[src/rtl/ase_pkg.sv]
package ase_pkg;

   typedef enum logic [2:0] {
      ST_LOAD,
      ST_SORT_RD,
      ST_SORT_FIRST,
      ST_SORT_CMP,
      ST_SWAP_LO,
      ST_SWAP_HI,
      ST_OUT_RD,
      ST_OUT_SHOW
   } state_type;

endpackage

[src/rtl/array_sort_engine.sv]
// Channel  Direction  Signals                                          Note
// req      in         req_valid, req_ready, req_value, req_is_final    one value per beat
// rsp      out        rsp_valid, rsp_ready, rsp_sorted_value,          one sorted value per beat
//                     rsp_end_of_run, rsp_overflow
// req_ready stays high while loading. The final beat starts a selection sort with one shared
// signed comparator reading one entry per cycle; each pass reads entry i, compares the rest
// and writes the minimum and entry i into each other's place when the two differ.
// Output then reads each entry before it shows it, and holds it while rsp_ready is low.
// Reset is synchronous and clears the sequencer, the fill count and the overflow flag.
// req_ready is low during the sort and output; a stalled rsp beat holds the sequencer.
module array_sort_engine #(
   parameter int CAPACITY = 64
) (
   input  logic               clock,
   input  logic               reset,
   input  logic               req_valid,
   output logic               req_ready,
   input  logic signed [31:0] req_value,
   input  logic               req_is_final,
   output logic               rsp_valid,
   input  logic               rsp_ready,
   output logic signed [31:0] rsp_sorted_value,
   output logic               rsp_end_of_run,
   output logic               rsp_overflow
);

   localparam int AW = (CAPACITY > 1) ? $clog2(CAPACITY) : 1;
   localparam int CW = $clog2(CAPACITY + 1);
   localparam logic [CW-1:0] CAP = CW'(CAPACITY);

   logic signed [31:0] mem [CAPACITY];

   ase_pkg::state_type state_ff, state_in;
   logic [CW-1:0] count_ff, count_in;
   logic          drop_ff, drop_in;
   logic [AW-1:0] i_ff, i_in;
   logic [AW-1:0] j_ff, j_in;
   logic [AW-1:0] min_ff, min_in;
   logic signed [31:0] minv_ff, minv_in;
   logic signed [31:0] ival_ff, ival_in;
   logic signed [31:0] rd_ff;
   logic [AW-1:0] rd_addr;
   logic          wr_en;
   logic [AW-1:0] wr_addr;
   logic signed [31:0] wr_data;
   logic [CW-1:0] last_idx;
   logic          req_acc;

   assign req_acc  = req_valid && req_ready;
   assign last_idx = count_ff - CW'(1);

   always_ff @(posedge clock) begin
      if (wr_en) begin
         mem[wr_addr] <= wr_data;
      end
      rd_ff <= mem[rd_addr];
   end

   always_ff @(posedge clock) begin
      if (reset) begin
         state_ff <= ase_pkg::ST_LOAD;
         count_ff <= '0;
         drop_ff  <= 1'b0;
      end else begin
         state_ff <= state_in;
         count_ff <= count_in;
         drop_ff  <= drop_in;
      end
      i_ff    <= i_in;
      j_ff    <= j_in;
      min_ff  <= min_in;
      minv_ff <= minv_in;
      ival_ff <= ival_in;
   end

   always_comb begin
      state_in = state_ff;
      unique case (state_ff)
         ase_pkg::ST_LOAD: begin
            if (req_acc && req_is_final) begin
               state_in = ase_pkg::ST_SORT_RD;
            end
         end
         ase_pkg::ST_SORT_RD: begin
            if (CW'(i_ff) >= last_idx) begin
               state_in = ase_pkg::ST_OUT_RD;
            end else begin
               state_in = ase_pkg::ST_SORT_FIRST;
            end
         end
         ase_pkg::ST_SORT_FIRST: state_in = ase_pkg::ST_SORT_CMP;
         ase_pkg::ST_SORT_CMP: begin
            if (CW'(j_ff) == last_idx) begin
               state_in = ase_pkg::ST_SWAP_LO;
            end
         end
         ase_pkg::ST_SWAP_LO: begin
            if (min_ff != i_ff) begin
               state_in = ase_pkg::ST_SWAP_HI;
            end else begin
               state_in = ase_pkg::ST_SORT_RD;
            end
         end
         ase_pkg::ST_SWAP_HI: state_in = ase_pkg::ST_SORT_RD;
         ase_pkg::ST_OUT_RD: state_in = ase_pkg::ST_OUT_SHOW;
         ase_pkg::ST_OUT_SHOW: begin
            if (rsp_ready) begin
               if (CW'(i_ff) == last_idx) begin
                  state_in = ase_pkg::ST_LOAD;
               end else begin
                  state_in = ase_pkg::ST_OUT_RD;
               end
            end
         end
         default: state_in = ase_pkg::ST_LOAD;
      endcase
   end

   always_comb begin
      count_in  = count_ff;
      drop_in   = drop_ff;
      i_in      = i_ff;
      j_in      = j_ff;
      min_in    = min_ff;
      minv_in   = minv_ff;
      ival_in   = ival_ff;
      rd_addr   = i_ff;
      wr_en     = 1'b0;
      wr_addr   = count_ff[AW-1:0];
      wr_data   = req_value;
      req_ready = 1'b0;
      rsp_valid = 1'b0;
      unique case (state_ff)
         ase_pkg::ST_LOAD: begin
            req_ready = 1'b1;
            i_in      = '0;
            if (req_acc) begin
               if (count_ff < CAP) begin
                  wr_en    = 1'b1;
                  count_in = count_ff + CW'(1);
               end else begin
                  drop_in = 1'b1;
               end
            end
         end
         ase_pkg::ST_SORT_RD: begin
            rd_addr = i_ff;
            j_in    = i_ff + AW'(1);
            min_in  = i_ff;
            if (CW'(i_ff) >= last_idx) begin
               i_in = '0;
            end
         end
         ase_pkg::ST_SORT_FIRST: begin
            // rd_ff holds the entry at i, the first candidate of this pass.
            minv_in = rd_ff;
            ival_in = rd_ff;
            rd_addr = j_ff;
         end
         ase_pkg::ST_SORT_CMP: begin
            // rd_ff holds the entry at j; the next entry is read meanwhile.
            rd_addr = j_ff + AW'(1);
            j_in    = j_ff + AW'(1);
            if (rd_ff < minv_ff) begin
               minv_in = rd_ff;
               min_in  = j_ff;
            end
         end
         ase_pkg::ST_SWAP_LO: begin
            if (min_ff != i_ff) begin
               wr_en   = 1'b1;
               wr_addr = i_ff;
               wr_data = minv_ff;
            end else begin
               i_in = i_ff + AW'(1);
            end
         end
         ase_pkg::ST_SWAP_HI: begin
            wr_en   = 1'b1;
            wr_addr = min_ff;
            wr_data = ival_ff;
            i_in    = i_ff + AW'(1);
         end
         ase_pkg::ST_OUT_RD: begin
            rd_addr = i_ff;
         end
         ase_pkg::ST_OUT_SHOW: begin
            rsp_valid = 1'b1;
            if (rsp_ready) begin
               i_in = i_ff + AW'(1);
               if (CW'(i_ff) == last_idx) begin
                  count_in = '0;
                  drop_in  = 1'b0;
               end
            end
         end
         default: ;
      endcase
   end

   assign rsp_sorted_value = rd_ff;
   assign rsp_end_of_run   = (CW'(i_ff) == last_idx);
   assign rsp_overflow     = drop_ff;

endmodule

[config.mk]
export PLATFORM = sky130hd
export DESIGN_NAME = array_sort_engine
export DESIGN_NICKNAME = d
export VERILOG_FILES = /design/src/rtl/ase_pkg.sv /design/src/rtl/array_sort_engine.sv
export SDC_FILE = /design/constraint.sdc
export NUM_CORES = 2
export LEC_CHECK = 0
export ABC_AREA = 1
export BUFFER_PORTS_ARGS = -buffer_cell sky130_fd_sc_hd__buf_2
export CAP_MARGIN = 20
export CORE_ASPECT_RATIO = 0.5
export CORE_MARGIN = 2
export CORE_UTILIZATION = 61
export DETAILED_ROUTE_END_ITERATION = 8
export PLACE_DENSITY = 0.77
export SYNTH_ARGS = -nofsm -noshare
export SYNTH_HDL_FRONTEND = slang
export SYNTH_SLANG_ARGS = --single-unit
[constraint.sdc]
create_clock -name clock -period 11.3 [get_ports clock]
set_input_delay 2.825 -clock clock [delete_from_list [all_inputs] [get_ports clock]]
set_output_delay 2.825 -clock clock [all_outputs]
set_load 0.03 [all_outputs]
; Word level (Yosys, flattened, before mapping)
; Memories as Yosys holds them, arrays and structs flattened. A register that Yosys moved wholly into a read port is not among the register bits.
; Cells that the tools add are included.
[word_totals]
mem_bits_rw = 2048
regBits = 93
in_bits = 37
mem_count = 1
elab_cells = 88
output_inout_bits = 36
[op_classes]
order_cmp = 3
mux = 39
addsub = 4
eq_ne = 20
reduce_logical = 13
[memory_table]
columns = memory, words, word_bits, read_ports, rd_clocked_by_memory_dff, write_ports, line_no
row1 = mem, 64, 32, 1, 1, 1, array_sort_engine.sv:31  ; logic signed [31:0] mem [CAPACITY];
[ops]
columns = cell, count
row1 = $pmux 32 s2, 2
row2 = $mux 32, 2
row3 = $pmux 6 s2, 4
row4 = $lt 32x32->1, 1
row5 = $mux 6, 5
row6 = $pmux 6 s5, 1
row7 = $mux 7, 4
row8 = $pmux 3 s8, 1
row9 = $ne 2x2->1 const B, 10
row10 = $mux 3, 6
row11 = $eq 6x7->1, 2
row12 = $pmux 7 s2, 1
row13 = $add 6x1->6 const B, 2
row14 = $eq 3x3->1 const B, 4
row15 = $mux 1, 11
row16 = $reduce_and 5->1, 2
row17 = $add 7x1->7 const B, 1
row18 = $ge 6x7->1, 1
row19 = $lt 7x7->1 const B, 1
row20 = $sub 7x1->7 const B, 1
row21 = $eq 3x2->1 const B, 2
row22 = $ne 6x6->1, 1
row23 = $reduce_bool 2->1, 3
row24 = $reduce_bool 5->1, 1
row25 = other kinds (8), 10

; Logic depth before layout (Yosys ltp)
[logic_depth]
depth_word = 7
mapped_depth = 17

; Least setup slack after synthesis
; No wires, ideal clock.
[synth_path]
path_kind = input-to-reg
startpoint = input port req_value[0]
endpoint = memory mem[0][0], data pin
path_stages = 2
arrival_ns = 4.762
slack_ns = 5.971
setup_ns = 0.567
cell_sequence = o21ai_0 o221ai_1
[synth_via]
elab_chain_len = 2
[synth_rtl]
columns = item, line_no
row1 = from (decl), array_sort_engine.sv:18  ; input logic signed [31:0] req_value,
row2 = $mux 32, array_sort_engine.sv:170  ; if (min_ff != i_ff) begin
row3 = $pmux 32 s2 (*), array_sort_engine.sv:133  ; unique case (state_ff)
row4 = net wr_data[0], array_sort_engine.sv:45  ; logic signed [31:0] wr_data;
row5 = to (decl), array_sort_engine.sv:31
; Mark *: on every way through the listed nets, which the timed path passes. The rest lies on a longest branch.

; Worst setup path after layout
[layout_path]
startpoint = register count_ff[0]
endpoint = output port rsp_end_of_run
[layout_via]
elab_chain_len = 2
[layout_rtl]
columns = item, line_no
row1 = from (decl), array_sort_engine.sv:34  ; logic [CW-1:0] count_ff, count_in;
row2 = from (signal assigned), array_sort_engine.sv:66  ; count_ff <= count_in;
row3 = $sub 7x1->7, array_sort_engine.sv:50  ; assign last_idx = count_ff - CW'(1);
row4 = $eq 6x7->1, array_sort_engine.sv:202  ; assign rsp_end_of_run = (CW'(i_ff) == last_idx);
row5 = to (decl), array_sort_engine.sv:23  ; output logic rsp_end_of_run,
; No other way between the ends.

==> reports/summary.md <==
Headroom to the max-slew limit came out at 24.12%. Cts-stage hold buffer count: 0. The synthesized area per cell is 11.13 um2, and the number of synthesized register bits is 2173.

The slowest cell on the critical path is sky130_fd_sc_hd__dfxtp_1. Peak ir drop on the vdd network: 0.1982 mV. CTS saw 2173 sinks. Maximum clock insertion buffer count: 3.

For the total of warnings raised by yosys, the log shows 0. Category of the critical setup timing path: flop to primary output. The clock arrives with 0.04858 ns of skew. Across all hold checks on the routed design, the worst slack comes to 0.4803 ns. The tool flagged a number of max-cap violations equal to 0. Setup violations remaining at the end of the flow were counted as 0. Of all nets on the critical path, the largest fanout is 6. The number of global-route vias before repair is 61.57k. Setup total negative slack on the finished layout was measured at 0 ns. After synthesis, flip-flops and latches occupy 68.02% of the total area.

The flow ran to the end, and the final reports show no timing, DRC or antenna violations. The worst path meets setup with 5.469 ns of slack. Number of I/O port buffers: 72.

For the full die area, the log shows 159600 um2. The signal arrival time at the worst endpoint is 3.01 ns, and the slew of the pin with the lowest slew margin is 1.135 ns. The via count normalized by instance count works out to 6.269. After technology mapping, the gate count stands at 8563.

The run gives 0.9411 as the final RePlAce weighted congestion. Across every metal layer, demand over resource in global routing totals 33.29%. On the worst path, the slowest cell contributes a delay of 0.49 ns.

For the number of antenna violations at the first check in global routing, the log shows 18. Counting every net in the synthesized netlist gives 8641. Clock latency on the worst-skew pair, taken at its later pin, is 0.84 ns.

Among all cell types in the netlist, the one instantiated most often is sky130_fd_sc_hd__nand2_1. Among the stages of the critical path, the cell type that occurs most often is sky130_fd_sc_hd__nand2_1. The required time of the critical path is 8.48 ns. STA classifies the critical path startpoint as a flop. Of the post-synthesis cell area, the dominant cell type holds 67.12%. Before CTS, the worst setup slack after placement is 5.282 ns.

Prevailing post-synth register cell: sky130_fd_sc_hd__edfxtp_1. After synthesis, the most frequently instantiated cells are 2176 x sky130_fd_sc_hd__nand2_1, 2130 x sky130_fd_sc_hd__edfxtp_1, 2046 x sky130_fd_sc_hd__nand3_1. Once the clock tree was built, the setup fixing pass inserted 0 buffers.

Leading area contributor after synthesis: sky130_fd_sc_hd__edfxtp_1. The tools report the final global-route overflow total as 0. Sorting the synthesized cells by area gives the leading types as sky130_fd_sc_hd__edfxtp_1 67%, sky130_fd_sc_hd__nand3_1 11%, sky130_fd_sc_hd__nand2_1 8.6%, sky130_fd_sc_hd__nand3b_1 3.6%, sky130_fd_sc_hd__inv_1 2.9%. The launch point of the worst hold path is rsp_overflow. In this run the power density over the cells is 207.6 nW/um2. Setup repair after global routing left no endpoint under its margin. Counting I/O delays and the setup requirement, the final critical path takes 5.831 ns. The tools report the netlist area before placement as 95290 um2. The first global-routing pass estimated 392.0 mm of wire. Dividing the detail-routed wire length by the instance count gives 25.40 um. The tools report the buffer cell driving the clock tree root as sky130_fd_sc_hd__clkbuf_16. Compared with the post-synthesis result, the final layout area differs by 8.447%.

73 I/O pins were placed. The number of synthesized flops with an enable pin works out to 2130. The achievable frequency is 171.5 MHz. In the synthesized netlist the async set-or-reset flop fraction comes to 0%. For the post-detailed-route DRC marker count, the log shows 0. For the core outline area, the log shows 154900 um2. Iteration-0 DRC count of the detailed router: 11.98k. Gates resized during post-CTS repair numbered 0.

In this run the worst hold path is classified as flop to flop. Before antenna repair, the detailed router went through 6 iterations. Post-route clock period utilization: 51.60%.

TritonCTS built the clock tree. The number of pins with negative max-slew slack in the final report was 0; the number of library cell types mapped by synthesis was 46. Entering global routing, the biggest net connects 197 pins. For this run, the post-layout net count is 8457. The tools report the placement row count as 102.

The width of the die was 563.0 um; the CTS clock-pin slew for the worst setup and hold paths was 0.07 ns. The signal on the critical path passes through inv_1 -> ha_1 -> nand2_1 -> nor2_1 -> nand2_1 -> nand2_1 -> ha_1 -> nand2_1 -> nor3_1 -> nand2_1 -> inv_1 -> buf_2. STA classifies the critical path endpoint as a primary output.

Initial standard-cell utilization of the core: 61.51%. The critical path starts at count_ff[0]. The count of nets left with antenna violations once routing finished came out at 0. Summed over all nets, the half-perimeter wirelength after detailed placement is 148.8 mm. In this run the critical register-to-register path is launched from state_ff[2].

The share of layout cells above drive strength 1 was 7.090%. Detailed routing inserted a total of 66.62k vias. The H-tree was split into 4 levels. Summed over all cells, the static leakage comes to 38.66 nW. The number of clock buffers inserted by TritonCTS is 185, and the detailed-route wire length is 269.9 mm. The final number of hold-violating endpoints is 0, and the vertical die dimension is 283.5 um.
[cells by family after synthesis]
group	synth area share, %
AOI/OAI and AO/OA	1.355
xor gates and xnor gates	0.1195
adders and majority gates	0.5383
buffers and inverters	6.323
DFF	68.02
and+or+nand+nor	23.64
[where the power goes]
group | internal (W) | leakage (nW) | total, W | switching, W
logic | 0.00147 | 16.3 | 0.00588 | 0.00441
registers | 0.00907 | 19.5 | 0.00942 | 0.000350
clock network | 0.00325 | 2.79 | 0.00616 | 0.00291
total | 0.0138 | 38.7 | 0.0215 | 0.00767
[metal layers]
layer	GRT usage [%]	routed length, um	vias to the layer above
met4	14.14	11680	10
met5	1.310	355	-
met3	11.78	43450	604
met1	46.72	99110	31960
li1	-	-	29340
met2	47.13	115300	4702
[critical path: cells and delay by family (launching register included)]
kind	cells	cell delay, ns
AND/OR/NAND/NOR	7	0.66
flip-flops	1	0.49
buffers and inverters	3	0.45
adder cells (fa/ha/maj)	2	0.56
[placed cells by master (no fill, tap or decap), types with 7 or more instances in the layout]
cell and instances:
sky130_fd_sc_hd__bufinv_16 7, sky130_fd_sc_hd__nand4_1 11, sky130_fd_sc_hd__diode_2 14, sky130_fd_sc_hd__nor2_4 69, sky130_fd_sc_hd__inv_6 9, sky130_fd_sc_hd__clkinv_1 34, sky130_fd_sc_hd__nand3_1 2046, sky130_fd_sc_hd__buf_12 27
sky130_fd_sc_hd__clkinv_2 38, sky130_fd_sc_hd__inv_1 729, sky130_fd_sc_hd__ha_1 41, sky130_fd_sc_hd__buf_4 101, sky130_fd_sc_hd__o211ai_1 34, sky130_fd_sc_hd__xor2_1 11, sky130_fd_sc_hd__nand2_1 2174, sky130_fd_sc_hd__buf_2 72
sky130_fd_sc_hd__clkbuf_16 187, sky130_fd_sc_hd__o21ai_0 57, sky130_fd_sc_hd__edfxtp_1 2130, sky130_fd_sc_hd__dfxtp_1 43, sky130_fd_sc_hd__clkbuf_1 54, sky130_fd_sc_hd__o221ai_4 31, sky130_fd_sc_hd__nor2_1 32, sky130_fd_sc_hd__a21oi_1 62
sky130_fd_sc_hd__nand3b_1 451
[registers in the layout, summed over array words and instances (netlist names)]
name	flops
rsp_overflow	1
count_ff	7
state_ff	3
i_ff	6
rsp_sorted_value	32
mem	2048
j_ff	6
min_ff	6
ival_ff	32
minv_ff	32
[path summary, 6_finish.rpt]
check	endpoint	cells past startpoint	slack [ns]
worst max-delay path	rsp_end_of_run	12	5.47
worst max register to register	rsp_sorted_value[11]	14	5.57
worst min-delay path	rsp_overflow	2	0.48
worst min register to register	rsp_overflow	2	0.48
[metrics by stage]
stage	total power, W	cells	instance area, um2	util (%)
2_1_floorplan	0.01317	8563	95290	-
3_3_place_gp	0.01506	10250	97160	62.71
3_5_place_dp	0.01517	10260	97300	62.80
4_1_cts	0.02119	10600	103000	66.48
5_1_grt	0.02210	10610	103300	66.68
6_report	0.02146	10630	103300	66.70
[final cells by class]
class | count | area, um2
flip-flops and latches | 2173 | 64820
clock buffers | 245 | 4937
diodes | 14 | 35.03
repair buffers | 206 | 1824
inverters | 741 | 2811
fillers | 10840 | 51590
multi-input cells | 5072 | 25550
clock inverters | 96 | 762.0
well taps | 2080 | 2603
Note: power is estimated with default switching activity, not from simulation.
